`src/rtl/ope_pkg.sv`:
```
package ope_pkg;

  localparam int DvdW = 68;
  localparam int DvsW = 34;
  localparam int MaxOrderDef = 31;

  localparam logic signed [63:0] QOne = 64'sh0000_0001_0000_0000;
  localparam logic signed [63:0] SMax = 64'sh7fff_ffff_ffff_ffff;
  localparam logic signed [63:0] SMin = 64'sh8000_0000_0000_0000;
  localparam logic [63:0] MagLim = 64'h8000_0000_0000_0000;

  localparam logic FamLegendre = 1'b0;
  localparam logic FamHermite = 1'b1;

  localparam logic [1:0] RegFamily = 2'd0;
  localparam logic [1:0] RegFirst = 2'd1;
  localparam logic [1:0] RegSecond = 2'd2;

  typedef struct packed {
    logic signed [63:0] v;
    logic s;
  } sres_t;

  function automatic logic [63:0] mag64(input logic signed [63:0] a);
    mag64 = a[63] ? (~a + 64'd1) : a;
  endfunction

  // signed value from a magnitude, clipping to the 64 bit range
  function automatic sres_t fit(input logic [63:0] m, input logic over, input logic neg);
    sres_t r;
    r.s = 1'b0;
    r.v = '0;
    if (over) begin
      r.s = 1'b1;
      r.v = neg ? SMin : SMax;
    end else if (neg) begin
      if (m > MagLim) begin
        r.s = 1'b1;
        r.v = SMin;
      end else begin
        r.v = $signed(~m + 64'd1);
      end
    end else if (m[63]) begin
      r.s = 1'b1;
      r.v = SMax;
    end else begin
      r.v = $signed(m);
    end
    return r;
  endfunction

  function automatic sres_t sat_sub(input logic signed [63:0] a, input logic signed [63:0] b);
    logic signed [64:0] d;
    sres_t r;
    d = 65'(a) - 65'(b);
    r.s = d[64] != d[63];
    r.v = r.s ? (d[64] ? SMin : SMax) : d[63:0];
    return r;
  endfunction

endpackage

```
`src/rtl/ope_mul.sv`:
```
module ope_mul (
  input  logic         clk,
  input  logic         rst_n,
  input  logic         start,
  input  logic [63:0]  a,
  input  logic [63:0]  b,
  output logic         done,
  output logic [127:0] prod
);
  import ope_pkg::*;

  logic [1:0]   cnt_r, cnt_nxt;
  logic         busy_r, busy_nxt;
  logic         done_r, done_nxt;
  logic [63:0]  a_r, a_nxt, b_r, b_nxt;
  logic [127:0] acc_r, acc_nxt;
  logic [31:0]  ah, bh;
  logic [63:0]  pp;
  logic [6:0]   sh;

  // one 32x32 partial product per cycle
  always_comb begin
    ah = cnt_r[1] ? a_r[63:32] : a_r[31:0];
    bh = cnt_r[0] ? b_r[63:32] : b_r[31:0];
    pp = 64'(ah) * 64'(bh);
    sh = 7'(({1'b0, cnt_r[1]} + {1'b0, cnt_r[0]})) << 5;
    cnt_nxt = cnt_r;
    busy_nxt = busy_r;
    done_nxt = 1'b0;
    a_nxt = a_r;
    b_nxt = b_r;
    acc_nxt = acc_r;
    if (start) begin
      a_nxt = a;
      b_nxt = b;
      acc_nxt = '0;
      cnt_nxt = '0;
      busy_nxt = 1'b1;
    end else if (busy_r) begin
      acc_nxt = acc_r + (128'(pp) << sh);
      cnt_nxt = cnt_r + 2'd1;
      if (cnt_r == 2'd3) begin
        busy_nxt = 1'b0;
        done_nxt = 1'b1;
      end
    end
  end

  always_ff @(posedge clk) begin
    if (!rst_n) begin
      cnt_r <= '0;
      busy_r <= 1'b0;
      done_r <= 1'b0;
    end else begin
      cnt_r <= cnt_nxt;
      busy_r <= busy_nxt;
      done_r <= done_nxt;
    end
    a_r <= a_nxt;
    b_r <= b_nxt;
    acc_r <= acc_nxt;
  end

  assign done = done_r;
  assign prod = acc_r;

`ifndef SYNTHESIS
  a_start_idle: assert property (@(posedge clk) disable iff (!rst_n) start |-> !busy_r)
    else $error("multiplier restarted while busy");
  a_done_once: assert property (@(posedge clk) disable iff (!rst_n) done_r |-> !busy_r)
    else $error("multiplier done while busy");
  a_four: assert property (@(posedge clk) disable iff (!rst_n) start |=> ##3 busy_r)
    else $error("multiplier finished early");
`endif

endmodule

```
`config.mk`:
```
export PLATFORM = sky130hd
export DESIGN_NAME = ope_mul
export DESIGN_NICKNAME = d
export VERILOG_FILES = /design/src/rtl/ope_pkg.sv /design/src/rtl/ope_mul.sv
export SDC_FILE = /design/constraint.sdc
export NUM_CORES = 2
export LEC_CHECK = 0
export BUFFER_PORTS_ARGS = -buffer_cell sky130_fd_sc_hd__buf_2
export CORE_ASPECT_RATIO = 0.7
export CORE_MARGIN = 4
export CORE_UTILIZATION = 55
export DETAILED_ROUTE_END_ITERATION = 12
export PLACE_DENSITY = 0.73
export SYNTH_ARGS = -nofsm -noshare
export SYNTH_HDL_FRONTEND = slang
export SYNTH_SLANG_ARGS = --single-unit
```
`constraint.sdc`:
```
create_clock -name clk -period 14.12 [get_ports clk]
set_input_delay 2.824 -clock clk [delete_from_list [all_inputs] [get_ports clk]]
set_output_delay 2.824 -clock clk [all_outputs]
set_load 0.03 [all_outputs]
```
Yosys cells after proc, flatten, opt, wreduce, memory -nomap -nowiden
Index checks and enable logic that the tools add are counted.
- reduce and logical (&&, ||, !) cells: 2
- shifts and indexed selects: 1
- $add $sub $neg: 3
- muxes and demuxes: 6
- equal/unequal tests: 1
- $mul: 1
- bitwise logic cells: 2
- operators with widths (kind ; number):
    adder 128 bit ; 1
    left shift 64 x 7 -> 128 bit ; 1
    multiplier 32 x 32 -> 64 bit ; 1
    2-to-1 mux 32 bit ; 2
    2-to-1 mux 1 bit ; 4
    OR reduction 3 bit ; 1
    adder 1 x 1 -> 2 bit ; 1
    adder 2 x 1 -> 2 bit, second input constant ; 1
    == test 2 bit, second input constant ; 1
    inverter 1 bit ; 2
    OR reduction 2 bit ; 1
- input port bits: 131
- flip-flop bits (word level): 260

Logic depth before layout (Yosys ltp)
- depth after elaboration: 4
- mapped depth: 48
- mapped depth without buffers: 42

Worst setup path after synthesis
Ideal clock, no wire load.
- path kind: register to register
- start point: register cnt_r[0]
- end point: register acc_r[124], in the netlist prod[124]
- slack: 2.208 ns
- setup time: 0.062 ns
- data required time: 14.058 ns
- cell stages (with the launch flop): 45
- arrival time: 11.850 ns
- clock period less this slack: 11.912 ns
- cells stage by stage: dfxtp_1 -> clkbuf_1 -> buf_1 -> clkbuf_1 -> mux2i_1 -> clkbuf_1 -> nor2_1 -> fa_1 -> inv_1 -> fa_1 -> inv_1 -> fa_1 -> inv_1 -> fa_1 -> inv_1 -> fa_1 -> fa_1 -> fa_1 -> [... 9 more ...] -> o21ai_0 -> o21ai_0 -> xnor2_1 -> mux2i_1 -> and2_1 -> ha_1 -> clkbuf_1 -> nand4_1 -> or2_1 -> nor3_1 -> nand3_1 -> a2111oi_4 -> nor3_2 -> o41ai_4 -> a311oi_1 -> o31a_1 -> or4_1 -> nand3_1
- cells in the longest elaborated chain, start to end: 4
- elaborated cells on any way between the ends: 5
- ends and longest elaborated chain (item ; RTL line ; source):
    start: declaration ; ope_mul.sv:12 ; logic [1:0] cnt_r, cnt_nxt;
    start signal: assignment ; ope_mul.sv:55 ; cnt_r <= cnt_nxt;
    2-to-1 mux 32 bit ; ope_mul.sv:24 ; bh = cnt_r[0] ? b_r[63:32] : b_r[31:0];
    multiplier 32 x 32 -> 64 bit ; ope_mul.sv:25 ; pp = 64'(ah) * 64'(bh);
    left shift 64 x 7 -> 128 bit (*) ; ope_mul.sv:40 ; acc_nxt = acc_r + (128'(pp) << sh);
    adder 128 bit (*) ; ope_mul.sv:40 ;
    end signal: assignment ; ope_mul.sv:61 ; acc_r <= acc_nxt;
    end: declaration ; ope_mul.sv:16 ; logic [127:0] acc_r, acc_nxt;
Every way passes the cells marked *; elsewhere a longest branch is shown, timed or not.
A chain may end at the register's enable or synchronous reset.

Worst setup path in the final report
Same ends and word-level chain as after synthesis.

==> metrics <==
Chip Height 261.8 um; top post-synthesis cells by count inv_1 (898), fa_1 (897), nor2_1 (884); Tcrit/Tclk final 97.60%; initial antenna violation count 14; CP bufs+invs 3; post-synthesis cell count 5849; first-pass GRT wire length 283800 um; synth warn 0; area of the core 0.09059 mm^2; Avg WL per Cell 27.06 um; routability cong. 1.035; final setup vio count 0; Vias/cell 6.154; Slew Limit Fails 0; FP Rows 92; setup TNS 0 ns; Final Hold Fails 0; Seq/Total Area, Yosys 12.81%; synth unique cells 81; dpl hpwl 160700 um; Most Frequent Cell on Critical Path fa_1; clk_lat worst skew 0.66 ns; Overflow after GRT 0; Synth Area in Simple Gates 15.40%; Adder-Cell Fraction of Synth Area 45.14%; Setup Skew 0.02178 ns; clk slew on worst S/H paths 0.07 ns; synthesized flop and latch total 260; Worst path max stage delay 0.89 ns; CTS tree done; critical path data required time 14.72 ns; Num CTS Buffers 31; CTS sink cnt 260; # IOs 260; CP max FO 17; Critical path origin cnt_r[0]; CTS Hold Bufs 0; CP Data Arrival Time 14.39 ns; Max Root-Sink Buffers 3; clock root cell clkbuf_16; P&R area growth vs syn 8.036%; filler cell count 7890; IO Port Bufs 259; Avg Synthesized Cell Area 8.654 um^2; ANT nets after route 0; htree depth 1; slowest cell on the critical path mux2i_4; Max Fclk 0.07256 GHz; multiplexer share of the synthesized area 4.002%; synthesized cell area 0.05062 mm^2; Yosys top cell by area fa_1; Final nets 7393; Initial DRC Count 6195; min Tclk post-route 13.78 ns; Primary FF master, synth dfxtp_1; number of global-route vias before repair 43.04k; residual DRC count 0; Worst slew margin 11.93%; hold wc startpoint prod[110]; most common cell in the netlist inv_1; Compound-Gate Fraction of Synth Area 10.56%; main combinational cell family by area after synthesis adder cells; largest net degree at the start of global routing 68; worst slew pin tran 1.312 ns; worst hold path class register to register; Post-synth ARST share 0%; detailed-route via count 44.47k; die width 370.6 um; Synth top area share 35.47%; XOR/XNOR share of the synthesized area 3.114%; dpl ws 0.3852 ns; Setup crit end kind register; Area contributors post-synth fa_1 (35%), ha_1 (9.7%), edfxtp_1 (7.6%); DR pass1 iterations 9; final WL 195500 um; initial core utilization 55.88%; outcome finished, final reports clean; layout cells sized above 1 9.968%; Post-synth EDFFs 128; top cell family by delay on the critical path adder cells; Post-Syn Nets 7268; fin worst setup slack 0.3391 ns; Die ar. 0.09703 mm^2; Total GRT Usage 39.72%; startpoint types register; critical path class register to register; r2r startpoint cnt_r[0]; RSZ-0062 raised after global routing false; max_cap viols 0
what timing repair did:
action | in CTS | in global routing
endpoints found under the setup margin | 0 | 16
resized for setup | 0 | 5
setup buffers | 0 | 4
metrics by stage:
| step | std cells | utilization (%) | area, um^2 | hold slack (ns) |
|---|---|---|---|---|
| after floorplan | 5849 | - | 50620 | 0.5977 |
| after global placement | 7157 | 59.10 | 53540 | 0.4646 |
| after detailed placement | 7157 | 59.10 | 53540 | 0.4699 |
| after CTS | 7215 | 60.22 | 54550 | 0.4796 |
| after global routing | 7221 | 60.36 | 54680 | 0.5119 |
| final | 7225 | 60.37 | 54690 | 0.4770 |
metal layers:
metal	global-route usage [%]	vias to the layer above	share of wire, %
met5	0.8383	-	0.21
met1	58.67	21960	41
met4	10.74	25	3.4
met3	19.73	392	18
met2	50.78	3174	37
li1	-	18920	-
worst register-to-register path: cells and delay by family (launching register included):
family,cells,cell delay [ns]
multiplexers,1,0.92
AO/OA/AOI/OAI,9,3.55
buffers and inverters,3,0.46
AND/OR/NAND/NOR,14,3.13
flip-flops,1,0.75
adder cells (fa/ha/maj),10,4.70
XOR/XNOR,1,0.21
final cells by class:
cell class | count | area, um^2 | share of cell area, %
well taps | 1222 | 1529 | 2.796
clock buffers | 37 | 829.5 | 1.517
repair buffers | 398 | 2419 | 4.423
clock inverters | 21 | 183.9 | 0.3363
multi-input cells | 4384 | 39840 | 72.86
inverters | 899 | 3374 | 6.171
diodes | 4 | 10.01 | 0.01830
flip-flops and latches | 260 | 6497 | 11.88
path summary, 6_finish.rpt:
kind	end	slack, ns	depth (start not counted)
max	prod[124]	0.34	38
min	prod[110]	0.48	2
max reg2reg	prod[124]	0.34	38
min reg2reg	prod[110]	0.48	2
layout by cell type, fill, tap and decap left out, types with 95 or more instances in the layout:
cell type  instances
a21o_1            96
a21oi_1          292
buf_2            258
buf_4            134
dfxtp_1          129
edfxtp_1         128
fa_1             897
ha_1             391
inv_1            898
nand2_1          661
nand4_1           95
nor2_1           883
o21ai_0          174
xnor2_1          106
cells by family (layout without fill, tap and decap cells):
| group | count (synthesis) | count (layout) |
|---|---|---|
| simple gates | 1870 | 1870 |
| fa+ha+maj | 1288 | 1288 |
| buf+inv | 1207 | 1355 |
| compound gates | 850 | 850 |
| flops | 260 | 260 |
| mux | 194 | 196 |
| xor+xnor | 180 | 180 |
| other cells | 0 | 4 |
registers in the layout, summed over array words and instances, names as in the netlist:
register and flops:
done 1, busy_r 1, prod 128, a_r 64
cnt_r 2, b_r 64
Power is not shown: default switching activity piles up to over one toggle a cycle in this logic, so the estimate is an artifact.
