`src/rtl/ope_pkg.sv`:
```
package ope_pkg;

  localparam int DvdW = 68;
  localparam int DvsW = 34;
  localparam int MaxOrderDef = 31;

  localparam logic signed [63:0] QOne = 64'sh0000_0001_0000_0000;
  localparam logic signed [63:0] SMax = 64'sh7fff_ffff_ffff_ffff;
  localparam logic signed [63:0] SMin = 64'sh8000_0000_0000_0000;
  localparam logic [63:0] MagLim = 64'h8000_0000_0000_0000;

  localparam logic FamLegendre = 1'b0;
  localparam logic FamHermite = 1'b1;

  localparam logic [1:0] RegFamily = 2'd0;
  localparam logic [1:0] RegFirst = 2'd1;
  localparam logic [1:0] RegSecond = 2'd2;

  typedef struct packed {
    logic signed [63:0] v;
    logic s;
  } sres_t;

  function automatic logic [63:0] mag64(input logic signed [63:0] a);
    mag64 = a[63] ? (~a + 64'd1) : a;
  endfunction

  // signed value from a magnitude, clipping to the 64 bit range
  function automatic sres_t fit(input logic [63:0] m, input logic over, input logic neg);
    sres_t r;
    r.s = 1'b0;
    r.v = '0;
    if (over) begin
      r.s = 1'b1;
      r.v = neg ? SMin : SMax;
    end else if (neg) begin
      if (m > MagLim) begin
        r.s = 1'b1;
        r.v = SMin;
      end else begin
        r.v = $signed(~m + 64'd1);
      end
    end else if (m[63]) begin
      r.s = 1'b1;
      r.v = SMax;
    end else begin
      r.v = $signed(m);
    end
    return r;
  endfunction

  function automatic sres_t sat_sub(input logic signed [63:0] a, input logic signed [63:0] b);
    logic signed [64:0] d;
    sres_t r;
    d = 65'(a) - 65'(b);
    r.s = d[64] != d[63];
    r.v = r.s ? (d[64] ? SMin : SMax) : d[63:0];
    return r;
  endfunction

endpackage

```
`src/rtl/ope_div.sv`:
```
module ope_div (
  input  logic                       clk,
  input  logic                       rst_n,
  input  logic                       start,
  input  logic [ope_pkg::DvdW-1:0]   dvd,
  input  logic [ope_pkg::DvsW-1:0]   dvs,
  output logic                       done,
  output logic [ope_pkg::DvdW-1:0]   quo
);
  import ope_pkg::*;

  localparam int CntW = $clog2(DvdW + 1);

  logic [CntW-1:0] cnt_r, cnt_nxt;
  logic            busy_r, busy_nxt;
  logic            done_r, done_nxt;
  logic [DvdW-1:0] dvd_r, dvd_nxt, q_r, q_nxt;
  logic [DvsW-1:0] dvs_r, dvs_nxt, rem_r, rem_nxt;
  logic [DvsW:0]   trial, diff;

  // restoring division, one quotient bit per cycle
  always_comb begin
    trial = {rem_r, dvd_r[DvdW-1]};
    diff = trial - {1'b0, dvs_r};
    cnt_nxt = cnt_r;
    busy_nxt = busy_r;
    done_nxt = 1'b0;
    dvd_nxt = dvd_r;
    dvs_nxt = dvs_r;
    q_nxt = q_r;
    rem_nxt = rem_r;
    if (start) begin
      dvd_nxt = dvd;
      dvs_nxt = dvs;
      q_nxt = '0;
      rem_nxt = '0;
      cnt_nxt = '0;
      busy_nxt = 1'b1;
    end else if (busy_r) begin
      dvd_nxt = dvd_r << 1;
      if (trial >= {1'b0, dvs_r}) begin
        rem_nxt = diff[DvsW-1:0];
        q_nxt = {q_r[DvdW-2:0], 1'b1};
      end else begin
        rem_nxt = trial[DvsW-1:0];
        q_nxt = {q_r[DvdW-2:0], 1'b0};
      end
      cnt_nxt = cnt_r + 1'b1;
      if (cnt_r == CntW'(DvdW - 1)) begin
        busy_nxt = 1'b0;
        done_nxt = 1'b1;
      end
    end
  end

  always_ff @(posedge clk) begin
    if (!rst_n) begin
      cnt_r <= '0;
      busy_r <= 1'b0;
      done_r <= 1'b0;
    end else begin
      cnt_r <= cnt_nxt;
      busy_r <= busy_nxt;
      done_r <= done_nxt;
    end
    dvd_r <= dvd_nxt;
    dvs_r <= dvs_nxt;
    q_r <= q_nxt;
    rem_r <= rem_nxt;
  end

  assign done = done_r;
  assign quo = q_r;

`ifndef SYNTHESIS
  a_start_idle: assert property (@(posedge clk) disable iff (!rst_n) start |-> !busy_r)
    else $error("divider restarted while busy");
  a_rem_lt: assert property (@(posedge clk) disable iff (!rst_n)
      busy_r && $past(busy_r) |-> rem_r < dvs_r || dvs_r == '0)
    else $error("divider remainder out of range");
  a_done_idle: assert property (@(posedge clk) disable iff (!rst_n) done_r |-> !busy_r)
    else $error("divider done while busy");
`endif

endmodule

```
`config.mk`:
```
export PLATFORM = sky130hd
export DESIGN_NAME = ope_div
export DESIGN_NICKNAME = d
export VERILOG_FILES = /design/src/rtl/ope_pkg.sv /design/src/rtl/ope_div.sv
export SDC_FILE = /design/constraint.sdc
export NUM_CORES = 1
export LEC_CHECK = 0
export BUFFER_PORTS_ARGS = -buffer_cell sky130_fd_sc_hd__buf_4
export CAP_MARGIN = 20
export CORE_ASPECT_RATIO = 0.5
export CORE_MARGIN = 2
export CORE_UTILIZATION = 40
export DETAILED_ROUTE_END_ITERATION = 8
export GPL_TIMING_DRIVEN = 0
export PLACE_DENSITY = 0.61
export SETUP_SLACK_MARGIN = 0.5
export SLEW_MARGIN = 20
export SYNTH_ARGS = -nofsm -noshare
export SYNTH_HDL_FRONTEND = slang
export SYNTH_SLANG_ARGS = --single-unit
```
`constraint.sdc`:
```
create_clock -name clk -period 5.6 [get_ports clk]
set_clock_uncertainty 0.2 [all_clocks]
set_input_delay 0.84 -clock clk [delete_from_list [all_inputs] [get_ports clk]]
set_output_delay 0.84 -clock clk [all_outputs]
set_load 0.02 [all_outputs]
```
**Word-level counts from Yosys, hierarchy flattened**

Index checks and enable logic that the tools add are counted.

- Flip-flop bits (word level): 213
- Input bits: 105
- Logic and storage cells: 24

- Add/subtract/negate cells: 2
- Order comparisons: 1
- Eq/ne operators: 1
- Muxes and demuxes: 8
- Bitwise logic cells: 2
- Reductions and logical operators: 3

Operators with widths:

| kind | number |
|---|---|
| 68-bit 2-to-1 mux | 2 |
| 35-bit by 34-bit greater-or-equal comparator with 1-bit output | 1 |
| 34-bit 2-to-1 mux | 1 |
| 34-bit subtractor | 1 |
| 7-bit by 1-bit adder with 7-bit output, second input constant | 1 |
| 7-bit == test, second input constant | 1 |
| 1-bit 2-to-1 mux | 5 |
| 3-bit OR reduction | 1 |
| 1-bit NOT | 2 |
| 2-bit nonzero test | 1 |
| 2-bit OR reduction | 1 |

**Depth between registers and ports, before layout**

Gate-level depths: netlist of run 1.

- Depth after elaboration: 4
- Gate-level depth with buffers: 13
- Gate-level depth less buffers: 13

**Worst setup path before layout of run 1**

Ideal clock, no wire load.

- Path type: input port to flip-flop
- From: input port start
- To: register dvd_r[0], enable pin
- Arrival time: 2.790 ns
- Slack: 2.188 ns
- Stages: 4
- Cell sequence: clkbuf_1 > clkbuf_1 > nor2_1 > inv_1

- Cells in the longest elaborated chain, start to end: 1

RTL lines:

| item | line | text |
|---|---|---|
| from (decl) | ope_div.sv:4 | `input logic start,` |
| 2-bit nonzero test (no source line) | -- |  |
| to (signal assigned) | ope_div.sv:66 | `dvd_r <= dvd_nxt;` |
| to (decl) | ope_div.sv:17 | `logic [DvdW-1:0] dvd_r, dvd_nxt, q_r, q_nxt;` |

No other way between the ends.
A chain may end at the register's enable or synchronous reset.

**Worst setup path after layout of run 1**

- From: register dvs_r[30]
- To: register rem_r[11]

- Cells in the longest elaborated chain, start to end: 2

RTL lines:

| item | line | text |
|---|---|---|
| from (decl) | ope_div.sv:18 | `logic [DvsW-1:0] dvs_r, dvs_nxt, rem_r, rem_nxt;` |
| from (signal assigned) | ope_div.sv:67 | `dvs_r <= dvs_nxt;` |
| 35-bit by 34-bit greater-or-equal comparator with 1-bit output | ope_div.sv:41 | `if (trial >= {1'b0, dvs_r}) begin` |
| 34-bit 2-to-1 mux | ope_div.sv:41 |  |
| to (signal assigned) | ope_div.sv:69 | `rem_r <= rem_nxt;` |
| to (decl) | ope_div.sv:18 |  |

No other way between the ends.

==> results.md, run 1 <==
* Number of buffers on the longest clock path at 3
* Antenna violations before repair at 0
* Number of diodes added for antenna fixing at 0
* Crit path DAT at 3.61 ns
* Via count at 7542
* Post-synth top flop: dfxtp_1
* Post-layout instance area at 0.0127 mm2
* Clock-pin transition on the worst setup and hold timing paths at 0.07 ns
* Congestion Overflow GR at 0
* Clock tree root buffer cell: clkbuf_16
* Leading cell type by number of instances after synthesis: nor2_1
* P_int at 2.82 mW
* Antenna Nets Post-Route at 0
* Mapped Nets at 1081
* Gate count after technology mapping at 940
* Class of the most critical hold timing path: reg -> reg
* Global-route wire length before repair at 37500 um
* Number of cells on the worst reg-to-reg path at 12
* CP Cell Sequence: inv_1, ha_1, clkbuf_1, a22o_1, o41ai_1, nand2_1, a21bo_4, o21ai_2, buf_6, buf_2, a21oi_1, a211oi_1
* Number of DRC markers in iteration 0 at 396
* TNS Setup at 0 ns
* Count of warnings emitted by yosys at 0
* Most numerous cell types in the synthesized netlist: nor2_1, dfxtp_1, edfxtp_1
* Die Y at around 120 um
* Final number of setup-violating endpoints at 0
* Critical path startpoint category: flop
* HP Start: rem_r[33]
* Share of total power in combinational logic at 13.9%
* Combinational family with the most area after synthesis: multiplexers
* Dominant cell type by area after synthesis: edfxtp_1
* Register-to-Register Setup Slack at 2.23 ns
* Setup repair after global routing missed its margin: false
* Post-layout minimum cycle time at 3.37 ns
* Complex-gate fraction of the synthesized area at 10.2%
* Crit path required time at 5.84 ns
* Setup repair bufs after CTS at 0
* Result of the run: complete, no violations
* Setup CP Type: reg -> reg
* Final weighted congestion in routability-driven placement at 0.884
* Post-placement cell area at 0.0119 mm2
* Detailed-route DRC error count at 0
* Floorplan row count at between 40 and 50
* Endpoint of the worst register-to-register path: rem_r[11]
* Number of pins exceeding their max-slew limit in the final report at 0
* DP HPWL at 17100 um
* Fraction of registers with async set/reset at 0%
* Ratio of total power to cell area at 298 mW/mm2
* Number of vias per cell after detailed routing at 5.04
* Proportion of layout cells with a drive suffix above 1 at 26.2%
* Number of buffers inserted for hold repair after clock tree synthesis at 0
* CTS tree: done
* Worst vdd rail ir drop at approximately 0.18 mV
* Synthesis-to-finish area growth at 24.4%
* Proportion of netlist area held by the largest area contributor at between 30% and 40%
* Worst Hold End: rem_r[33]
* P_sw at 0.949 mW
* Global-route total usage across every layer at 17.4%
* Worst slew margin relative to its limit at 48.3%
* Synthesized-area fraction occupied by xor and xnor cells at 2.49%
* Final worst path period share at 60.2%
* CP max stage delay at 0.57 ns
* Sequential cell area fraction in the yosys report at 51.9%
* # IOs at about 170
* Effective utilization at floorplan at 40.6%
* Resized Gates After CTS at 0
* Area of the mapped netlist at a little over 0.01 mm2
* Floorplan die width at between 200 and 250 um
* Num CTS Buffers at 22
* Hold Crit Depth at 2
* Ranking of synthesized cells by area: edfxtp_1, dfxtp_1, mux2i_1, mux2_2, nor2_1
* Cell variety after synth at 69
* Category of the worst setup path capture point: flop
* DIE AREA at 0.0268 mm2
* Static leakage power at 5.29 nW
* Count of H-tree levels built during CTS at 1
* Average size of a mapped cell at 10.8 um2
* Number of clock sinks seen by CTS at 213
* Core outline area at 0.0251 mm2
* Count of flip-flops with a built-in enable after synthesis at between 100 and 150
* Number of hold-slack violations in the final timing report at 0
* Latest clock arrival within the worst-skew pair at 0.53 ns
* Post-synthesis share of cell area spent on and, or, nand and nor gates at between 10% and 20%
* Maxcap violations at 0
* Utilization of the core after routing at 50.5%
* Wire length per cell after detailed routing at 15.9 um
* Clock network power share at 39.1%
* Slew @ Worst Pin at slightly below 0.8 ns
* Number of storage elements in the synthesis netlist at 213
* Fmax at 297 MHz
* Net switching fraction of the power at 25.2%
* Slowest stage cell on the critical path: o41ai_1
* CP max FO at 10
* Adder-cell share of the synthesized area at 4.50%
* Number of detailed-route iterations in the first pass at 5
* Part of the power in registers at 46.9%
* Largest net degree at the start of global routing at 58
* Number of buffers added on ports at between 150 and 200
* Number of nets at the end of the flow at 1279
* Detailed-route wire length at between 20000 and 25000 um
* Vias in the first global route at ~7.4k
* Critical R2R Launch: dvs_r[30]
* Share of cell area taken by muxes after synthesis at between 10% and 20%
-- logic make-up after synthesis --
family,count (synthesis)
compound gates,157
xor+xnor,29
fa+ha+maj,36
buf+inv,98
flops,213
mux,149
simple gates,258
-- registers in the layout, indices dropped and copies added (netlist names) --
signal,cells
done,1
dvs_r,34
cnt_r,7
dvd_r,68
busy_r,1
rem_r,34
quo,68
-- cell type report --
cell class,instances,area (um2)
Buffer,56,235
Clock buffer,31,632
Clock inverter,8,96.3
Fill cell,2303,12400
Inverter,42,160
Multi-Input combinational cell,629,4500
Sequential cell,213,5290
Tap cell,344,430
Timing Repair Buffer,174,1330
-- worst max-delay path, delay by kind of cell (launching register included) --
kind | cells | cell delay [ns]
flops | 1 | 0.37
buf+inv | 4 | 0.75
compound gates | 6 | 1.58
fa+ha+maj | 1 | 0.23
simple gates | 1 | 0.16
-- per-stage QoR --
step | setup WS, ns | total power [mW] | instances | hold WS, ns
finish | 2.23 | 3.77 | 1497 | 0.266
CTS | 2.17 | 3.82 | 1497 | 0.263
floorplan | 2.19 | 2.17 | 940 | 0.241
global route | 1.98 | 3.95 | 1497 | 0.262
global placement | 0.415 | 2.32 | 1457 | 0.255
detailed placement | 1.62 | 2.33 | 1458 | 0.259
-- cells in the final DEF, fill, tap and decap left out, types with 35 or more instances in the layout --
master	count
mux2i_1	80
mux2_2	68
edfxtp_1	102
nand2_1	36
nor2_1	141
clkbuf_1	40
inv_1	41
a21oi_1	47
ha_1	35
dfxtp_1	111
buf_4	175
-- how the worst max path moves through the flow --
stage,start,endpoint,cells past startpoint
after floorplan,start,dvd_r[0],4
after global placement,start,dvd_r[35],5
after detailed placement,start,quo[62],6
after CTS,start,quo[62],6
after global routing,dvs_r[30],rem_r[17],12
final,dvs_r[30],rem_r[11],12
-- routing by layer --
metal / routed length (um) / part of all wire, % / track usage (%) / vias to the layer above
met5: 0 / 0 / 0 / -
met4: 624 / 2.6 / 5.24 / 0
met3: 961 / 4.0 / 3.61 / 44
met2: 11300 / 48 / 30.7 / 129
met1: 10900 / 46 / 21.9 / 3599
li1: - / - / - / 3770
-- power by group through the flow --
stage / Sequential, mW / Combinational, mW / Clock, mW
2_1_floorplan: 1.79 / 0.373 / 0
3_3_place_gp: 1.80 / 0.514 / 0
3_5_place_dp: 1.80 / 0.527 / 0
4_1_cts: 1.77 / 0.530 / 1.52
5_1_grt: 1.78 / 0.586 / 1.59
6_report: 1.77 / 0.526 / 1.48
No activity file was read; power rests on OpenSTA's default activity.
==> inputs of run 2 (changes only) <==
--- a/config.mk
+++ b/config.mk
@@ -12,7 +12,7 @@
 export CORE_UTILIZATION = 40
 export DETAILED_ROUTE_END_ITERATION = 8
 export GPL_TIMING_DRIVEN = 0
-export PLACE_DENSITY = 0.61
+export PLACE_DENSITY = 0.63
 export SETUP_SLACK_MARGIN = 0.5
 export SLEW_MARGIN = 20
 export SYNTH_ARGS = -nofsm -noshare
==> constraint.sdc (replaced) <==
create_clock -name clk -period 3 [get_ports clk]
set_clock_uncertainty 0.2 [all_clocks]
set_input_delay 0.45 -clock clk [delete_from_list [all_inputs] [get_ports clk]]
set_output_delay 0.45 -clock clk [all_outputs]
set_load 0.02 [all_outputs]
==> results.md, run 2 (same netlist as run 1, synthesis figures left out) <==
* Synthesis-to-finish area growth at 43.4%
* Detailed-route wire length at 26800 um
* Number of DRC markers in iteration 0 at about 440
* Setup ws final at -0.0177 ns
* Worst Hold End: dvd_r[8]
* Detailed-route DRC error count at 0
* DP HPWL at 17400 um
* Placed instance count at 1459
* Effective utilization at floorplan at 40.6%
* Endpoint of the worst register-to-register path: rem_r[30]
* Final worst path period share at 101%
* Congestion Overflow GR at 0
* Core outline area at 0.0251 mm2
* Class of the most critical hold timing path: in -> reg
* Number of clock sinks seen by CTS at about 210
* Clock tree root buffer cell: clkbuf_16
* Crit path required time at about 3.2 ns
* Hold Crit Depth at 2
* Setup repair after global routing missed its margin: true
* Number of nets at the end of the flow at 1360
* Worst slew margin relative to its limit at between 40 and 50%
* CP Cell Sequence: inv_1, ha_2, inv_2, fa_2, a211oi_2, o21ai_1, or3b_4, a21oi_4, o2111ai_2, nand2_2, or4_4, nand3_4, o31ai_2
* CP max stage delay at 0.44 ns
* Final Non-Filler Cells at 1578
* Number of pins exceeding their max-slew limit in the final report at 0
* Count of H-tree levels built during CTS at 1
* Most common cell after layout, fill and taps aside: buf_4
* Vias in the first global route at 7972
* Register-to-Register Setup Slack at -0.02 ns
* Die Y at about 120 um
* Violations in the final reports: setup timing
* Number of buffers on the longest clock path at 3
* Fmax at around 330 MHz
* Setup CP Type: reg -> reg
* CTS tree: done
* Buffer and inverter count on the worst path at 2
* Largest net degree at the start of global routing at 36
* Antenna violations before repair at 0
* Number of hold-slack violations in the final timing report at 0
* CP max FO at 3
* Category of the worst setup path capture point: flop
* Cell family with the largest share of critical-path delay: simple AND/OR/NAND/NOR gates
* Num CTS Buffers at 21
* Slowest stage cell on the critical path: or4_4
* Top library cells by usage in the layout, fill and taps aside: buf_4, nor2_1, dfxtp_1
* Global-route total usage across every layer at 19.2%
* Crit path DAT at 3.21 ns
* Number of cells on the worst reg-to-reg path at 13
* Power consumption at between 7 and 8 mW
* Clock-pin transition on the worst setup and hold timing paths at 0.07 ns
* Critical R2R Launch: dvd_r[67]
* Wire length per cell after detailed routing at 17.0 um
* # IOs at 174
* Worst vdd rail ir drop at ~0.32 mV
* Final weighted congestion in routability-driven placement at a little under 0.9
* Number of buffers added on ports at 173
* Proportion of layout cells with a drive suffix above 1 at between 30% and 40%
* Antenna Nets Post-Route at 0
* Critical path startpoint category: flop
* Latest clock arrival within the worst-skew pair at 0.52 ns
* Maxcap violations at 0
* Static leakage power at between 5 and 6 nW
* Number of diodes added for antenna fixing at 0
* Post-layout minimum cycle time at 3.02 ns
* Floorplan row count at 41
* Via count at around 8k
* Slew @ Worst Pin at ~0.78 ns
* Ratio of total power to cell area at approximately 530 mW/mm2
* Number of detailed-route iterations in the first pass at 4
* DIE AREA at 0.0268 mm2
* Final number of setup-violating endpoints at 1
* Floorplan die width at around 230 um
* TNS Setup at -0.0177 ns
* HP Start: dvd[8]
* Global-route wire length before repair at 41300 um
* Number of vias per cell after detailed routing at 5.11
* Result of the run: finished, violations left
## run 2: cell types whose count changed in the layout (fill, tap and decap cells not counted), sizes merged
cell         before  now
buf             192  238
bufinv            1    5
clkbuf           69   60
clkinv            4    3
clkinvlp          3    5
dlygate4sd3       0   36
inv              42   45
## run 2: layout make-up
class / count / area, um2
clock inverter: 15 / 206
inverter: 42 / 161
clock buffer: 23 / 576
timing repair buffer: 255 / 2200
timing repair inverter: 1 / 5.00
sequential: 213 / 5290
multi-input combinational: 629 / 5320
buffer: 56 / 407
fill: 2068 / 10500
tap: 344 / 430
## run 2: worst register-to-register path: stages (launching register included)
cell	delay, ns
edfxtp_1	0.40
inv_1	0.08
ha_2	0.18
inv_2	0.04
fa_2	0.35
a211oi_2	0.25
o21ai_1	0.10
or3b_4	0.27
a21oi_4	0.09
o2111ai_2	0.23
nand2_2	0.12
or4_4	0.44
nand3_4	0.09
o31ai_2	0.06
## run 2: power by group
part	internal [mW]	total, mW	switching [mW]
combinational	0.682	1.37	0.687
sequential	3.24	3.32	0.0766
clock	1.79	2.99	1.20
total	5.71	7.68	1.97
## run 2: repair_timing
item | in CTS | in global routing
gates resized for setup | 108 | 74
pin swaps | 53 | 35
buffers inserted | 24 | 15
endpoints found under the hold margin | 36 | 0
gates cloned | 6 | 0
hold buffers | 36 | 0
setup endpoints to repair | 103 | 92
## run 2: per-layer routing
metal / track usage, % / vias up / wire [um]
met3: 3.51 / 66 / 1070
met1: 23.9 / 3913 / 11800
met2: 34.5 / 164 / 13200
li1: - / 3921 / -
met4: 6.19 / 0 / 858
met5: 0 / - / 0
## run 2: per-stage QoR
step / utilization (%) / setup slack [ns] / area (um2) / hold slack (ns)
global placement: 48.6 / -0.544 / 12200 / 0.256
finish: 58.2 / -0.0177 / 14600 / 0.0272
floorplan: - / 0.347 / 10500 / 0.241
detailed placement: 48.8 / -0.0616 / 12200 / 0.267
global route: 58.2 / -0.117 / 14600 / 0.0122
CTS: 56.4 / 0.0654 / 14200 / 0.00383
## run 2: how the worst max path moves through the flow
stage / endpoint / cells after the start / startpoint / slack, ns
after floorplan: rem_r[28] / 13 / dvd_r[67] / 0.35
after global placement: dvd_r[37] / 5 / start / -0.54
after detailed placement: rem_r[30] / 12 / dvs_r[7] / -0.06
after CTS: rem_r[30] / 13 / dvd_r[67] / 0.07
after global routing: rem_r[30] / 13 / dvd_r[67] / -0.12
final: rem_r[30] / 13 / dvd_r[67] / -0.02
==> inputs of run 3 (changes only) <==
--- a/config.mk
+++ b/config.mk
@@ -5,13 +5,16 @@
 export SDC_FILE = /design/constraint.sdc
 export NUM_CORES = 1
 export LEC_CHECK = 0
+export ABC_AREA = 1
 export BUFFER_PORTS_ARGS = -buffer_cell sky130_fd_sc_hd__buf_4
 export CAP_MARGIN = 20
 export CORE_ASPECT_RATIO = 0.5
 export CORE_MARGIN = 2
 export CORE_UTILIZATION = 40
 export DETAILED_ROUTE_END_ITERATION = 8
+export GPL_ROUTABILITY_DRIVEN = 0
 export GPL_TIMING_DRIVEN = 0
+export MAX_ROUTING_LAYER = met4
 export PLACE_DENSITY = 0.63
 export SETUP_SLACK_MARGIN = 0.5
 export SLEW_MARGIN = 20
==> results.md, run 3 <==
* Result of the run: complete, no violations
* Hold Crit Depth at 3
* Fmax at between 400 and 500 MHz
* Wire length per cell after detailed routing at 14.9 um
* Category of the worst setup path capture point: flop
* Congestion Overflow GR at 0
* Ranking of synthesized cells by area: edfxtp_1, dfxtp_1, nand2_1, inv_1, ha_1
* Detailed-route DRC error count at 0
* Antenna violations before repair at 1
* Post-synth top flop: dfxtp_1
* Post-placement cell area at 0.0127 mm2
* Sequential cell area fraction in the yosys report at 48.5%
* Worst vdd rail ir drop at ~0.31 mV
* Ratio of total power to cell area at ~450 mW/mm2
* Count of H-tree levels built during CTS at 1
* Antenna Nets Post-Route at 0
* Number of clock sinks seen by CTS at 213
* Latest clock arrival within the worst-skew pair at 0.51 ns
* Critical path startpoint category: flop
* Number of detailed-route iterations in the first pass at 5
* Number of buffers added on ports at 173
* Average size of a mapped cell at a little under 8 um2
* Placed instance count at 1934
* Proportion of layout cells with a drive suffix above 1 at 24.1%
* Crit path DAT at 2.65 ns
* Top library cells by usage in the layout, fill and taps aside: nand2_1, inv_1, buf_4
* Core outline area at 0.0266 mm2
* Clock tree root buffer cell: clkbuf_16
* Post-layout minimum cycle time at ~2.4 ns
* Die Y at 121 um
* Count of flip-flops with a built-in enable after synthesis at about 100
* Count of warnings emitted by yosys at 0
* Area of the mapped netlist at between 0.01 and 0.015 mm2
* Number of vias per cell after detailed routing at slightly below 5
* Static leakage power at 6.80 nW
* Number of DRC markers in iteration 0 at 669
* Dominant cell type by area after synthesis: edfxtp_1
* Setup repair after global routing missed its margin: true
* CP max stage delay at 0.45 ns
* Setup CP Type: reg -> reg
* Most common cell after layout, fill and taps aside: nand2_1
* Detailed-route wire length at 30600 um
* CP Cell Sequence: ha_4, nand2_1, nand2_2, nor2_4, inv_2, nand2_2, nand3b_4, nand2_4, nand2_4, nand2_8, nand2_8, clkbuf_16, nand3_2, nand3_1, nand2_1, inv_1
* Fill cells at 2481
* Number of storage elements in the synthesis netlist at 213
* Global-route wire length before repair at 47000 um
* Maxcap violations at 0
* DIE AREA at around 0.029 mm2
* Buffer and inverter count on the worst path at 3
* Power consumption at 6.72 mW
* Fraction of registers with async set/reset at 0%
* Number of cells on the worst reg-to-reg path at 16
* Clock-pin transition on the worst setup and hold timing paths at 0.06 ns
* Slowest stage cell on the critical path: dfxtp_1
* Number of pins exceeding their max-slew limit in the final report at 0
* CP max FO at 7
* Largest net degree at the start of global routing at 43
* Proportion of netlist area held by the largest area contributor at 28.1%
* Post-layout instance area at 0.0148 mm2
* Number of hold-slack violations in the final timing report at 0
* DP HPWL at 22200 um
* Gate count after technology mapping at 1408
* Via count at between 9k and 10k
* Effective utilization at floorplan at 41.0%
* Pre-CTS setup slack at -0.0921 ns
* Critical path depth at 16
* Number of nets at the end of the flow at 1819
* Cell family with the largest share of critical-path delay: simple AND/OR/NAND/NOR gates
* Final worst path period share at 81.2%
* Crit path required time at 3.21 ns
* Mapped Nets at 1549
* Global-route total usage across every layer at 21.0%
* Most numerous cell types in the synthesized netlist: nand2_1, inv_1, dfxtp_1
* Worst slew margin relative to its limit at 44.2%
* Cell variety after synth at 42
* Synthesis-to-finish area growth at 35.5%
* Slew @ Worst Pin at 0.837 ns
* Num CTS Buffers at 21
* Floorplan row count at 42
* TNS Setup at 0 ns
* Number of buffers on the longest clock path at 3
* CTS tree: done
* Leading cell type by number of instances after synthesis: nand2_1
* Setup ws final at around 0.56 ns
* Final number of setup-violating endpoints at 0
* Final Non-Filler Cells at about 2.0k
* Vias in the first global route at ~9.4k
* Class of the most critical hold timing path: in -> reg
* Floorplan die width at 237 um
* # IOs at 174
[run 3: cell types whose count changed after synthesis, sizes merged, moves of 16 or more]
cell	delta
a211oi	-30
inv	+192
a21oi	-16
nor2	-43
nand2	+483
nand3	+49
mux2i	-80
nand4	+19
o22ai	+65
mux2	-69
[run 3: cells by family (layout without fill, tap and decap cells)]
family,after synthesis,count (layout),synth area share [%]
xor+xnor,16,16,1.29
compound gates,130,130,6.93
fa+ha+maj,36,36,4.20
buf+inv,283,565,10.3
simple gates,730,732,28.8
other cells,0,1,0
flops,213,213,48.5
[run 3: area by class of cell]
| class | count | area [um2] | area share (%) |
|---|---|---|---|
| antenna | 1 | 2.50 | 0.0169 |
| buffer | 48 | 263 | 1.78 |
| clock buffer | 29 | 617 | 4.17 |
| clock inverter | 8 | 71.3 | 0.483 |
| inverter | 235 | 885 | 5.99 |
| multi-input combinational | 914 | 5150 | 34.9 |
| sequential | 213 | 5290 | 35.8 |
| tap | 352 | 440 | 2.98 |
| timing repair buffer | 245 | 2050 | 13.9 |
[run 3: timing repair]
item                       in CTS  in global routing
gates cloned                    0                  5
setup buffers                   2                 16
gates resized for setup        21                147
setup endpoints to repair      53                 76
hold buffers                   50                  0
hold endpoints to repair       50                  0
pin swaps                       7                 29
[run 3: layer usage]
metal | track usage (%) | part of all wire, % | vias up
met4 | 6.68 | 3.0 | 0
met3 | 2.76 | 5.5 | 62
met5 | - | 0 | -
li1 | - | - | 5017
met2 | 35.2 | 47 | 288
met1 | 26.8 | 44 | 4626
[run 3: worst register-to-register path: stages, from the launching register on]
cell       delay [ns]
dfxtp_1          0.45
ha_4             0.27
nand2_1          0.08
nand2_2          0.07
nor2_4           0.17
inv_2            0.05
nand2_2          0.08
nand3b_4         0.12
nand2_4          0.11
nand2_4          0.07
nand2_8          0.11
nand2_8          0.14
clkbuf_16        0.22
nand3_2          0.05
nand3_1          0.06
nand2_1          0.06
inv_1            0.04
[run 3: power by group]
| group | internal [mW] | leakage, nW | total, mW | switching [mW] |
|---|---|---|---|---|
| Combinational | 0.348 | 4.53 | 0.802 | 0.454 |
| Clock | 1.53 | 0.347 | 2.66 | 1.13 |
| Sequential | 3.21 | 1.93 | 3.26 | 0.0458 |
| Total | 5.09 | 6.80 | 6.72 | 1.63 |
[run 3: metrics by stage]
stage / hold slack (ns) / util [%]
final: 0.0204 / 55.6
after global routing: 0.00828 / 55.6
after CTS: 0.000140 / 52.4
after detailed placement: 0.265 / 47.6
after global placement: 0.246 / 47.5
after floorplan: 0.245 / -
[run 3: final timing paths]
| path | endpoint | slack, ns | startpoint |
|---|---|---|---|
| setup / recovery | rem_r[14] | 0.56 | rem_r[1] |
| hold / removal | dvd_r[64] | 0.02 | dvd[64] |
| setup reg to reg | rem_r[14] | 0.56 | rem_r[1] |
| hold reg to reg | cnt_r[6] | 0.29 | cnt_r[6] |
